$ cat config.mk
export PLATFORM = sky130hd
export DESIGN_NAME = radar_report_frame_parser
export DESIGN_NICKNAME = d
export VERILOG_FILES = /design/src/rtl/rrfp_pkg.sv /design/src/rtl/rrfp_front.sv /design/src/rtl/rrfp_queue.sv /design/src/rtl/rrfp_back.sv /design/src/rtl/radar_report_frame_parser.sv
export SDC_FILE = /design/constraint.sdc
export NUM_CORES = 1
export LEC_CHECK = 0
export BUFFER_PORTS_ARGS = -buffer_cell sky130_fd_sc_hd__buf_4
export CAP_MARGIN = 20
export CORE_UTILIZATION = 50
export DETAILED_ROUTE_END_ITERATION = 10
export PLACE_DENSITY = 0.77
export SETUP_SLACK_MARGIN = 0.1
export SLEW_MARGIN = 10
export SYNTH_ARGS = -nofsm -noshare
export SYNTH_HDL_FRONTEND = slang
export SYNTH_SLANG_ARGS = --single-unit
$ cat constraint.sdc
create_clock -name aclk -period 13.49 [get_ports aclk]
set_input_delay 0.6745 -clock aclk [delete_from_list [all_inputs] [get_ports aclk]]
set_output_delay 0.6745 -clock aclk [all_outputs]
set_load 0.05 [all_outputs]
$ cat src/rtl/rrfp_pkg.sv
// Package for the radar report frame parser: frame constants, parse phases
// and the result record passed from the front parser to the output queue.
// No dependencies.
package rrfp_pkg;

    localparam int unsigned FRAME_BUFFER_BYTES_DEF = 64;
    localparam int unsigned FIELD_DEPTH = 13;
    localparam int unsigned QUEUE_DEPTH = 4;
    localparam int unsigned RPT_MIN_BYTES = 19;
    localparam int unsigned ACK_MIN_BYTES = 6;
    localparam int unsigned ACK_WORD_BYTES = 10;
    localparam int unsigned TDATA_OUT_W = 120;

    localparam logic [31:0] HDR_ACK  = 32'hFDFC_FBFA;
    localparam logic [31:0] TAIL_ACK = 32'h0403_0201;
    localparam logic [31:0] HDR_RPT  = 32'hF4F3_F2F1;
    localparam logic [31:0] TAIL_RPT = 32'hF8F7_F6F5;
    localparam logic [7:0]  RPT_TYPE = 8'h02;
    localparam logic [7:0]  RPT_MARK = 8'hAA;
    localparam logic [6:0]  BYTE_COUNT_MAX = 7'd127;

    localparam logic [1:0] KIND_REPORT  = 2'd0;
    localparam logic [1:0] KIND_ACK_OK  = 2'd1;
    localparam logic [1:0] KIND_ACK_ERR = 2'd2;

    typedef enum logic [2:0] {
        PH_HUNT   = 3'd0,
        PH_LEN_LO = 3'd1,
        PH_LEN_HI = 3'd2,
        PH_ACK    = 3'd3,
        PH_RPT    = 3'd4
    } phase_t;

    typedef struct packed {
        logic [15:0] ack_word;
        logic [15:0] ack_status;
        logic [15:0] ack_command;
        logic [15:0] detect_distance;
        logic [7:0]  still_strength;
        logic [15:0] still_distance;
        logic [7:0]  moving_strength;
        logic [15:0] moving_distance;
        logic [2:0]  target_state;
        logic [1:0]  result_kind;
    } result_t;

endpackage

$ cat src/rtl/rrfp_front.sv
// Front parser: takes one received byte per cycle while take is high, hunts
// for frame headers, gathers frame bytes and emits one result record per good frame.
// Depends on rrfp_pkg.
module rrfp_front #(
    parameter int unsigned FRAME_BUFFER_BYTES = rrfp_pkg::FRAME_BUFFER_BYTES_DEF
) (
    input  logic             aclk,
    input  logic             aresetn,
    input  logic             take,
    input  logic [7:0]       rx_byte,
    output logic             push,
    output rrfp_pkg::result_t push_data
);
    import rrfp_pkg::*;

    localparam logic [16:0] FBB = 17'(FRAME_BUFFER_BYTES);

    phase_t      phase_reg, phase_next;
    logic [31:0] hdr_reg, hdr_next;
    logic [31:0] tail_reg, tail_next;
    logic [15:0] len_reg, len_next;
    logic [6:0]  cnt_reg, cnt_next;
    logic [7:0]  field_reg [FIELD_DEPTH];
    logic [7:0]  fv [FIELD_DEPTH];

    logic [31:0] hdr_shift, tail_shift;
    logic [16:0] total, cnt_r, rpt_need;
    logic [15:0] len_dec;
    logic [6:0]  cnt_inc;
    logic        wr_en;
    logic [15:0] wr_pos;
    logic        ack_done, ack_ok, rpt_tail, rpt_ok, rpt_over, len_over;
    logic [15:0] status;

    assign hdr_shift  = {hdr_reg[23:0], rx_byte};
    assign tail_shift = {tail_reg[23:0], rx_byte};
    assign total      = {1'b0, rx_byte, len_reg[7:0]} + 17'd4;
    assign len_over   = total > FBB;
    assign len_dec    = len_reg - 16'd1;
    assign cnt_inc    = (cnt_reg == BYTE_COUNT_MAX) ? BYTE_COUNT_MAX : cnt_reg + 7'd1;
    assign cnt_r      = {1'b0, len_reg} + 17'd1;
    assign wr_en      = (phase_reg == PH_ACK) || (phase_reg == PH_RPT);
    assign wr_pos     = (phase_reg == PH_ACK) ? {9'd0, cnt_reg} : len_reg;

    // Field bytes as they stand once the current byte is stored.
    always_comb begin
        for (int i = 0; i < FIELD_DEPTH; i++) begin
            fv[i] = (wr_en && wr_pos == 16'(i)) ? rx_byte : field_reg[i];
        end
    end

    assign status   = {fv[3], fv[2]};
    assign rpt_need = {1'b0, fv[1], fv[0]} + 17'd6;
    assign ack_done = (phase_reg == PH_ACK) && (len_dec == 16'd0);
    assign ack_ok   = ack_done && (cnt_inc >= 7'(ACK_MIN_BYTES)) && (tail_shift == TAIL_ACK);
    assign rpt_tail = (phase_reg == PH_RPT) && (tail_shift == TAIL_RPT);
    assign rpt_over = (phase_reg == PH_RPT) && !rpt_tail && (cnt_r >= FBB);
    assign rpt_ok   = rpt_tail && (cnt_r >= 17'(RPT_MIN_BYTES)) && (rpt_need <= cnt_r)
                      && (fv[2] == RPT_TYPE) && (fv[3] == RPT_MARK);

    // Next phase.
    always_comb begin
        phase_next = phase_reg;
        case (phase_reg)
            PH_HUNT: begin
                if (hdr_shift == HDR_ACK) phase_next = PH_LEN_LO;
                else if (hdr_shift == HDR_RPT) phase_next = PH_RPT;
            end
            PH_LEN_LO: phase_next = PH_LEN_HI;
            PH_LEN_HI: phase_next = len_over ? PH_HUNT : PH_ACK;
            PH_ACK:    if (ack_done) phase_next = PH_HUNT;
            PH_RPT:    if (rpt_tail || rpt_over) phase_next = PH_HUNT;
            default:   phase_next = PH_HUNT;
        endcase
    end

    // Datapath registers and result.
    always_comb begin
        hdr_next  = hdr_reg;
        tail_next = tail_reg;
        len_next  = len_reg;
        cnt_next  = cnt_reg;
        push      = 1'b0;
        push_data = '0;
        case (phase_reg)
            PH_HUNT: begin
                hdr_next = hdr_shift;
                if (hdr_shift != HDR_ACK && hdr_shift == HDR_RPT) begin
                    len_next  = 16'd0;
                    tail_next = 32'd0;
                end
            end
            PH_LEN_LO: len_next = {8'd0, rx_byte};
            PH_LEN_HI: begin
                if (len_over) begin
                    hdr_next = 32'd0;
                end else begin
                    len_next  = total[15:0];
                    cnt_next  = 7'd0;
                    tail_next = 32'd0;
                end
            end
            PH_ACK: begin
                tail_next = tail_shift;
                cnt_next  = cnt_inc;
                len_next  = len_dec;
                if (ack_done) hdr_next = 32'd0;
                push = take && ack_ok;
                push_data.result_kind = (status != 16'd0) ? KIND_ACK_ERR : KIND_ACK_OK;
                push_data.ack_command = {fv[1], fv[0]};
                push_data.ack_status  = status;
                push_data.ack_word    = (cnt_inc >= 7'(ACK_WORD_BYTES)) ? {fv[5], fv[4]} : 16'd0;
            end
            PH_RPT: begin
                tail_next = tail_shift;
                len_next  = cnt_r[15:0];
                if (rpt_tail || rpt_over) hdr_next = 32'd0;
                push = take && rpt_ok;
                push_data.result_kind     = KIND_REPORT;
                push_data.target_state    = fv[4][2:0];
                push_data.moving_distance = {fv[6], fv[5]};
                push_data.moving_strength = fv[7];
                push_data.still_distance  = {fv[9], fv[8]};
                push_data.still_strength  = fv[10];
                push_data.detect_distance = {fv[12], fv[11]};
            end
            default: ;
        endcase
    end

    always_ff @(posedge aclk) begin
        if (!aresetn) begin
            phase_reg <= PH_HUNT;
            hdr_reg   <= 32'd0;
            tail_reg  <= 32'd0;
            len_reg   <= 16'd0;
            cnt_reg   <= 7'd0;
        end else if (take) begin
            phase_reg <= phase_next;
            hdr_reg   <= hdr_next;
            tail_reg  <= tail_next;
            len_reg   <= len_next;
            cnt_reg   <= cnt_next;
        end
    end

    always_ff @(posedge aclk) begin
        if (take) begin
            for (int i = 0; i < FIELD_DEPTH; i++) field_reg[i] <= fv[i];
        end
    end

    a_push_needs_take: assert property (@(posedge aclk) disable iff (!aresetn)
        push |-> take) else $error("result without an accepted byte");
    a_hunt_after_frame: assert property (@(posedge aclk) disable iff (!aresetn)
        push |=> (phase_reg == PH_HUNT) && (hdr_reg == 32'd0))
        else $error("parser not back to hunting after a frame");
    a_ack_len_nonzero: assert property (@(posedge aclk) disable iff (!aresetn)
        (phase_reg == PH_ACK) |-> (len_reg != 16'd0))
        else $error("acknowledge length ran out");

endmodule

$ cat src/rtl/rrfp_queue.sv
// Short result queue between the front parser and the output stage.
// Depends on rrfp_pkg.
module rrfp_queue (
    input  logic              aclk,
    input  logic              aresetn,
    input  logic              push,
    input  rrfp_pkg::result_t push_data,
    input  logic              pop,
    output logic              empty,
    output logic              full,
    output rrfp_pkg::result_t head
);
    import rrfp_pkg::*;

    localparam int unsigned PW = $clog2(QUEUE_DEPTH);

    result_t         mem [QUEUE_DEPTH];
    logic [PW-1:0]   wp_reg, rp_reg;
    logic [PW:0]     cnt_reg, cnt_next;

    assign empty = (cnt_reg == '0);
    assign full  = (cnt_reg == (PW+1)'(QUEUE_DEPTH));
    assign head  = mem[rp_reg];
    assign cnt_next = cnt_reg + (PW+1)'(push) - (PW+1)'(pop);

    always_ff @(posedge aclk) begin
        if (!aresetn) begin
            wp_reg  <= '0;
            rp_reg  <= '0;
            cnt_reg <= '0;
        end else begin
            if (push) wp_reg <= wp_reg + PW'(1);
            if (pop)  rp_reg <= rp_reg + PW'(1);
            cnt_reg <= cnt_next;
        end
    end

    always_ff @(posedge aclk) begin
        if (push) mem[wp_reg] <= push_data;
    end

    a_no_overflow: assert property (@(posedge aclk) disable iff (!aresetn)
        push |-> !full) else $error("queue overflow");
    a_no_underflow: assert property (@(posedge aclk) disable iff (!aresetn)
        pop |-> !empty) else $error("queue underflow");
    a_count_range: assert property (@(posedge aclk) disable iff (!aresetn)
        cnt_reg <= (PW+1)'(QUEUE_DEPTH)) else $error("queue count out of range");

endmodule

$ cat src/rtl/rrfp_back.sv
// Output stage: moves result records from the queue into the result
// register of the master stream. Depends on rrfp_pkg.
module rrfp_back (
    input  logic              aclk,
    input  logic              aresetn,
    input  logic              empty,
    input  rrfp_pkg::result_t head,
    output logic              pop,
    output logic              m_tvalid,
    input  logic              m_tready,
    output rrfp_pkg::result_t m_data
);
    import rrfp_pkg::*;

    logic    valid_reg;
    result_t data_reg;

    assign pop      = !empty && (!valid_reg || m_tready);
    assign m_tvalid = valid_reg;
    assign m_data   = data_reg;

    always_ff @(posedge aclk) begin
        if (!aresetn) begin
            valid_reg <= 1'b0;
        end else if (!valid_reg || m_tready) begin
            valid_reg <= !empty;
        end
    end

    always_ff @(posedge aclk) begin
        if (pop) data_reg <= head;
    end

    a_hold_stalled: assert property (@(posedge aclk) disable iff (!aresetn)
        (valid_reg && !m_tready) |=> valid_reg && $stable(data_reg))
        else $error("stalled result changed");
    a_pop_loads: assert property (@(posedge aclk) disable iff (!aresetn)
        pop |=> valid_reg) else $error("popped record not presented");
    a_no_pop_when_held: assert property (@(posedge aclk) disable iff (!aresetn)
        (valid_reg && !m_tready) |-> !pop) else $error("pop while result held");

endmodule

$ cat src/rtl/radar_report_frame_parser.sv
// Radar report frame parser: one received byte per cycle in, decoded frame
// results out. A result passes through the result queue and the output register.
// Throughput: one byte per cycle; s_tready drops only while the 4-entry
// result queue is full, so the output stall sets the limit.
// Reset (aresetn low, synchronous) returns to header hunting, empties the queue.
module radar_report_frame_parser #(
    parameter int unsigned FRAME_BUFFER_BYTES = rrfp_pkg::FRAME_BUFFER_BYTES_DEF
) (
    input  logic         aclk,
    input  logic         aresetn,
    input  logic         s_tvalid,
    output logic         s_tready,
    input  logic [7:0]   s_tdata,   // [7:0] rx_byte
    output logic         m_tvalid,
    input  logic         m_tready,
    // [1:0] result_kind, [4:2] target_state, [20:5] moving_distance,
    // [28:21] moving_strength, [44:29] still_distance, [52:45] still_strength,
    // [68:53] detect_distance, [84:69] ack_command, [100:85] ack_status,
    // [116:101] ack_word, [119:117] zero
    output logic [rrfp_pkg::TDATA_OUT_W-1:0] m_tdata
);
    import rrfp_pkg::*;

    logic    take, push, pop, empty, full;
    result_t push_data, head, m_data;

    assign s_tready = !full;
    assign take     = s_tvalid && s_tready;
    assign m_tdata  = {(TDATA_OUT_W - $bits(result_t))'(0), m_data};

    rrfp_front #(.FRAME_BUFFER_BYTES(FRAME_BUFFER_BYTES)) u_front (
        .aclk, .aresetn, .take, .rx_byte(s_tdata), .push, .push_data
    );

    rrfp_queue u_queue (
        .aclk, .aresetn, .push, .push_data, .pop, .empty, .full, .head
    );

    rrfp_back u_back (
        .aclk, .aresetn, .empty, .head, .pop, .m_tvalid, .m_tready, .m_data
    );

endmodule
==> impl_results.md, run 1 <==
- Final GP Congestion: 0.865
- RSZ-0062 raised after global routing: false
- Cts hold-fix bufs: 0
- Tcrit/Tclk final: 61.2%
- Sequential share of the synthesized area: 68.7%
- Placed cell count: 2951
- Number of synthesized flops with an enable pin: 689
- Most common cell after layout, fill and taps aside: edfxtp_1
- Most frequent CP cell: buf_4
- Max_slew headroom: 27.6%
- Top Ports: 134
- Cell chain of the critical path: and3b_1 > buf_4 > nand3_1 > a221oi_2 > buf_4 > mux2i_1 > ha_1 > inv_1 > and3_1 > nand3_1 > xnor2_1 > ha_1 > and4_1 > nand2_1 > or3_1 > mux2_2 > a2111oi_0 > and4b_4 > or2_4 > and2_4 > buf_4 > buf_4
- Row cnt: 93
- Area of the multi-input gates: 9440 um^2
- Initial antenna violation count: 0
- Largest net degree at the start of global routing: 88
- Final setup margin: 5.24 ns
- Crit path max fanout: 43
- Drc violations: 2
- Final setup TNS: 0 ns
- Die area: 66000 um^2
- WP buf/inv: 5
- Clock Path Buffers: 3
- Mapped Area: 32500 um^2
- Yosys cell types: 85
- Number of diodes: 0
- Dpl cell area: 34300 um^2
- Number of DRC markers in iteration 0: 1746
- Total number of vias: 18554
- Synth area leaders: edfxtp_1 64%, mux4_2 8.1%, dfxtp_1 5.0%
- IO Port Bufs: 130
- H-tree levels: 3
- First-pass GRT wire length: 113000 um
- Num CTS Buffers: 77
- Setup CP Type: flop to flop
- Avg WL per Cell: 23.9 um
- Vias in the first global route: 18800
- # setup viols final: 0
- Non-filler cells, final: 3090
- Hold WC Path Type: input pin to flop
- Fmax: 0.121 GHz
- Final Power: 4.69 mW
- Worst EP arrival: 8.50 ns
- Ys async rst share: 0%
- CP max stage cell: dfxtp_1
- CP startpoint kind: flop
- Die Height: 257 um
- Syn Inst Count: 2076
- Total of max-cap violations: 0
- Antenna-violating nets left: 0
- Detailed-placement wirelength estimate: 43800 um
- Max reg flops: 468
- Post-CTS setup buffers: 0
- Crit path largest cell delay: 0.84 ns
- Main synth FF type: edfxtp_1
- Critical Path Sink Type: flop
- CP delay by family, top: simple AND/OR/NAND/NOR gates
- Vias per inst: 6.00
- Clock latency on the worst-skew pair: 0.63 ns
- Synth Area per Inst: 15.7 um^2
- WP data required: 13.74 ns
- Peak VDD IR: 0.0996 mV
- Failing checks: design-rule violations
- Power Density: 128 nW/um^2
- Ratio of cells with drive above 1 in the final layout: 22.6%
- FILL cells: 4801
- Register bit total from synthesis: 771
- Worst Hold Slack: 0.383 ns
- GR Overflow Total: 0
- Initial core utilization: 50.5%
- Setup WS pre-CTS: 5.34 ns
- Synth warn: 0
- Root buf cell: clkbuf_16
- Leak Pwr: 11.0 nW
- Die W: 257 um
- Status: finished with violations
- Top-area cell type share of the netlist area: 63.6%
- Clock skew: 0.0316 ns
- Max Slew Vio Count: 0
- Fin nets: 2221
- Core area: 64300 um^2
- Final Hold Fails: 0
- Synth area leader: edfxtp_1
- Tmin final: 8.25 ns
- First-pass iteration count of the detailed router: 8
- Final instance area: 36700 um^2
- Drt total wl: 73900 um
- Most frequent cells in the layout: 689 x edfxtp_1, 158 x buf_4, 141 x nand2_1, 117 x mux4_2, 109 x nor2_1
- Register area: 22300 um^2
- Final Util: 57.1%
- Num Clock Sinks: 771
- Post-CTS Resized: 0
- Clk slew on worst S/H paths: 0.06 ns
- CTS tree: done
- GR Util All Layers: 22.4%
- Worst-Margin Slew: 1.08 ns
- Area Growth Syn to Fin: 12.9%
==> kinds of logic (layout without fill, tap and decap cells) <==
family          count (synthesis)  in the layout  synth area share [%]
xor+xnor                       52             52                  1.40
buf+inv                       194            351                  2.43
simple gates                  555            555                  8.87
fa+ha+maj                      34             34                  1.33
flops                         771            771                  68.7
other cells                     1              3                0.0115
mux                           260            260                  12.8
compound gates                209            209                  4.45
==> final cells by class <==
| cell class | instances | share of cell area [%] |
|---|---|---|
| multi-input cells | 1113 | 25.7 |
| clock buffers | 95 | 5.63 |
| repair buffers | 160 | 3.34 |
| inverters | 52 | 0.538 |
| flip-flops and latches | 771 | 60.8 |
| well taps | 855 | 2.91 |
| clock inverters | 44 | 1.02 |
==> synth_stat cells (all sizes together) (50+ instances only) <==
| cell type | count |
|---|---|
| mux4 | 117 |
| clkbuf | 93 |
| edfxtp | 689 |
| nand2 | 142 |
| a21oi | 64 |
| mux2 | 79 |
| and2 | 77 |
| mux2i | 64 |
| inv | 51 |
| nor2 | 111 |
| dfxtp | 82 |
| nand3 | 50 |
==> worst reg2reg max path: cells and delay by family, from the launching register on <==
kind	cells	cell delay, ns
AO/OA/AOI/OAI	2	0.99
multiplexers	2	0.43
flip-flops	1	0.84
adder cells (fa/ha/maj)	2	0.57
XOR/XNOR	1	0.16
AND/OR/NAND/NOR	10	2.85
buffers and inverters	5	2.02
==> layer usage <==
metal / vias to the layer above / share of wire (%) / global-route usage, % / routed length (um)
met5: - / 0 / 0 / 0
met4: 0 / 2.4 / 7.32 / 1760
met3: 127 / 6.9 / 3.93 / 5070
met1: 9459 / 42 / 31.0 / 31000
li1: 8228 / - / - / -
met2: 740 / 49 / 36.2 / 36100
==> path summary, 6_finish.rpt <==
| path | start | endpoint | cells after the start | slack (ns) |
|---|---|---|---|---|
| hold reg to reg | u_front.hdr_reg[20]$_SDFFE_PN0P_ | u_front.hdr_reg[20]$_SDFFE_PN0P_ | 2 | 0.46 |
| hold / removal | m_tready | u_back.m_tvalid$_SDFFE_PN0N_ | 4 | 0.38 |
| setup reg to reg | u_front.phase_reg[1]$_SDFFE_PN0P_ | u_queue.mem[0][36]$_DFFE_PP_ | 22 | 5.24 |
| setup / recovery | u_front.phase_reg[1]$_SDFFE_PN0P_ | u_queue.mem[0][36]$_DFFE_PP_ | 22 | 5.24 |
==> power by group <==
part	internal, mW	switching (mW)
clock network	1.16	0.896
registers	2.57	0.00320
logic	0.0127	0.0446
No activity file was read; power rests on OpenSTA's default activity.
==> run 2, diff against run 1 <==
Clock period 13.49 ns to 8.2 ns, I/O delays scaled along.
==> impl_results.md, run 2 (synthesis gave the netlist of run 1 again) <==
- Status: finished clean
- CP max stage cell: a221oi_2
- Sequential fraction of design power: 53.8%
- CTS tree: done
- Worst Hold Slack: 0.108 ns
- Num CTS Buffers: 78
- Crit path launch: u_front.phase_reg[2]$_SDFFE_PN0P_
- CP startpoint kind: flop
- GR Overflow Total: 0
- Initial antenna violation count: 2
- Hold WC Path Type: input pin to flop
- First-pass iteration count of the detailed router: 6
- Vias per inst: 6.06
- Max Slew Vio Count: 0
- Core area: 64300 um^2
- Combinational share of power: 1.2%
- Antenna-violating nets left: 0
- Num Clock Sinks: 771
- Die area: 66000 um^2
- Worst EP arrival: 7.39 ns
- P_sw: 1.57 mW
- Avg WL per Cell: 24.0 um
- Dpl cell area: 34300 um^2
- Most frequent cells in the layout: 689 x edfxtp_1, 155 x buf_4, 141 x nand2_1, 117 x mux4_2, 109 x nor2_1
- RSZ-0062 raised after global routing: false
- # setup viols final: 0
- Peak VDD IR: 0.156 mV
- Leak Pwr: 11.1 nW
- Setup CP Type: flop to flop
- Fmax: 0.141 GHz
- Net Sw Frac: 19.9%
- Final Hold Fails: 0
- Max_slew headroom: 16.6%
- Die W: 257 um
- Ratio of cells with drive above 1 in the final layout: 22.8%
- H-tree levels: 3
- Clk slew on worst S/H paths: 0.06 ns
- Clock skew: 0.0250 ns
- Setup WS pre-CTS: 1.16 ns
- Die Height: 257 um
- Cell chain of the critical path: and3b_1 > nand3_1 > a221oi_2 > buf_4 > mux2i_1 > ha_1 > inv_1 > and3_1 > nand3_1 > xnor2_1 > ha_1 > and4_1 > nand2_1 > or3_1 > mux2_2 > a2111oi_0 > and4b_4 > or2_4 > and2_4 > buf_12
- Tcrit/Tclk final: 86.5%
- Clock Path Buffers: 3
- R2r startpoint: u_front.phase_reg[2]$_SDFFE_PN0P_
- Area Growth Syn to Fin: 13.4%
- First-pass GRT wire length: 114000 um
- Final instance area: 36900 um^2
- Fin nets: 2223
- Final setup TNS: 0 ns
- Clock Power Share: 45.0%
- Worst-Margin Slew: 1.25 ns
- Power Density: 214 nW/um^2
- IO Port Bufs: 130
- Cell count of the worst reg-to-reg path: 20
- Initial core utilization: 50.5%
- GR Util All Layers: 22.5%
- Crit path max fanout: 47
- Placed cell count: 2952
- Crit path largest cell delay: 0.67 ns
- Largest net degree at the start of global routing: 121
- Final Util: 57.3%
- Top Ports: 134
- Cts hold-fix bufs: 0
- Clock latency on the worst-skew pair: 0.63 ns
- Non-filler cells, final: 3093
- Row cnt: 93
- Critical Path Sink Type: flop
- P_int: 6.31 mW
- Number of DRC markers in iteration 0: 1946
- Vias in the first global route: 18602
- Worst r2r dst: u_queue.mem[2][21]$_DFFE_PP_
- Post-CTS setup buffers: 0
- Root buf cell: clkbuf_16
- Final setup margin: 1.10 ns
- Final GP Congestion: 0.897
- Most common cell after layout, fill and taps aside: edfxtp_1
- Max reg flops: 468
- Post-CTS Resized: 0
- Final Power: 7.88 mW
- Tmin final: 7.10 ns
- Drt total wl: 74200 um
- Worst Setup EP: u_queue.mem[2][21]$_DFFE_PP_
- Worst R2R Setup Slack: 1.10 ns
- Drc violations: 0
- Detailed-placement wirelength estimate: 43500 um
- Total of max-cap violations: 0
- WP data required: 8.49 ns
- Total number of vias: 18735
## run 2: changes by cell type in the layout (fill, tap and decap cells not counted), sizes merged
cell,previous run,this run
diode,0,1
clkbuf,95,101
bufinv,3,8
inv,53,60
buf,160,161
clkinvlp,8,0
clkinv,32,23
## run 2: final cells by class
type	count	area (um^2)
clock inverter	39	464
sequential	771	22300
tap	855	1070
multi-input combinational	1113	9440
antenna	1	2.50
clock buffer	101	2070
timing repair buffer	161	1290
fill	4717	27500
inverter	52	198
## run 2: power groups by stage
stage	combinational, mW	clock [mW]	sequential, mW
after floorplan	0.0577	0	4.32
after global placement	0.0915	0	4.32
after detailed placement	0.0944	0	4.32
after CTS	0.0952	3.60	4.24
after global routing	0.102	3.73	4.24
final	0.0965	3.54	4.24
## run 2: worst min-delay path by stage
stage | startpoint | end | slack [ns] | cells past startpoint
3_5_place_dp | u_front.hdr_reg[23]$_SDFFE_PN0P_ | u_front.hdr_reg[23]$_SDFFE_PN0P_ | 0.45 | 2
6_report | m_tready | u_back.m_tvalid$_SDFFE_PN0N_ | 0.11 | 4
2_1_floorplan | u_front.hdr_reg[22]$_SDFFE_PN0P_ | u_front.hdr_reg[22]$_SDFFE_PN0P_ | 0.44 | 2
4_1_cts | m_tready | u_back.m_tvalid$_SDFFE_PN0N_ | 0.08 | 4
3_3_place_gp | u_front.hdr_reg[23]$_SDFFE_PN0P_ | u_front.hdr_reg[23]$_SDFFE_PN0P_ | 0.45 | 2
5_1_grt | m_tready | u_back.m_tvalid$_SDFFE_PN0N_ | 0.12 | 4
## run 2: routing by layer
metal	vias up	part of all wire (%)	GRT usage, %
met5	-	0	0
met4	0	1.9	6.45
met3	108	6.6	3.41
met2	780	49	36.1
met1	9639	43	32.1
li1	8208	-	-
## run 2: worst max-delay path: cells and delay by family (launching register included)
kind	cells	cell delay [ns]
AND/OR/NAND/NOR	10	3.10
adder cells (fa/ha/maj)	2	0.55
XOR/XNOR	1	0.16
flip-flops	1	0.52
AO/OA/AOI/OAI	2	1.20
buffers and inverters	3	0.74
multiplexers	2	0.40
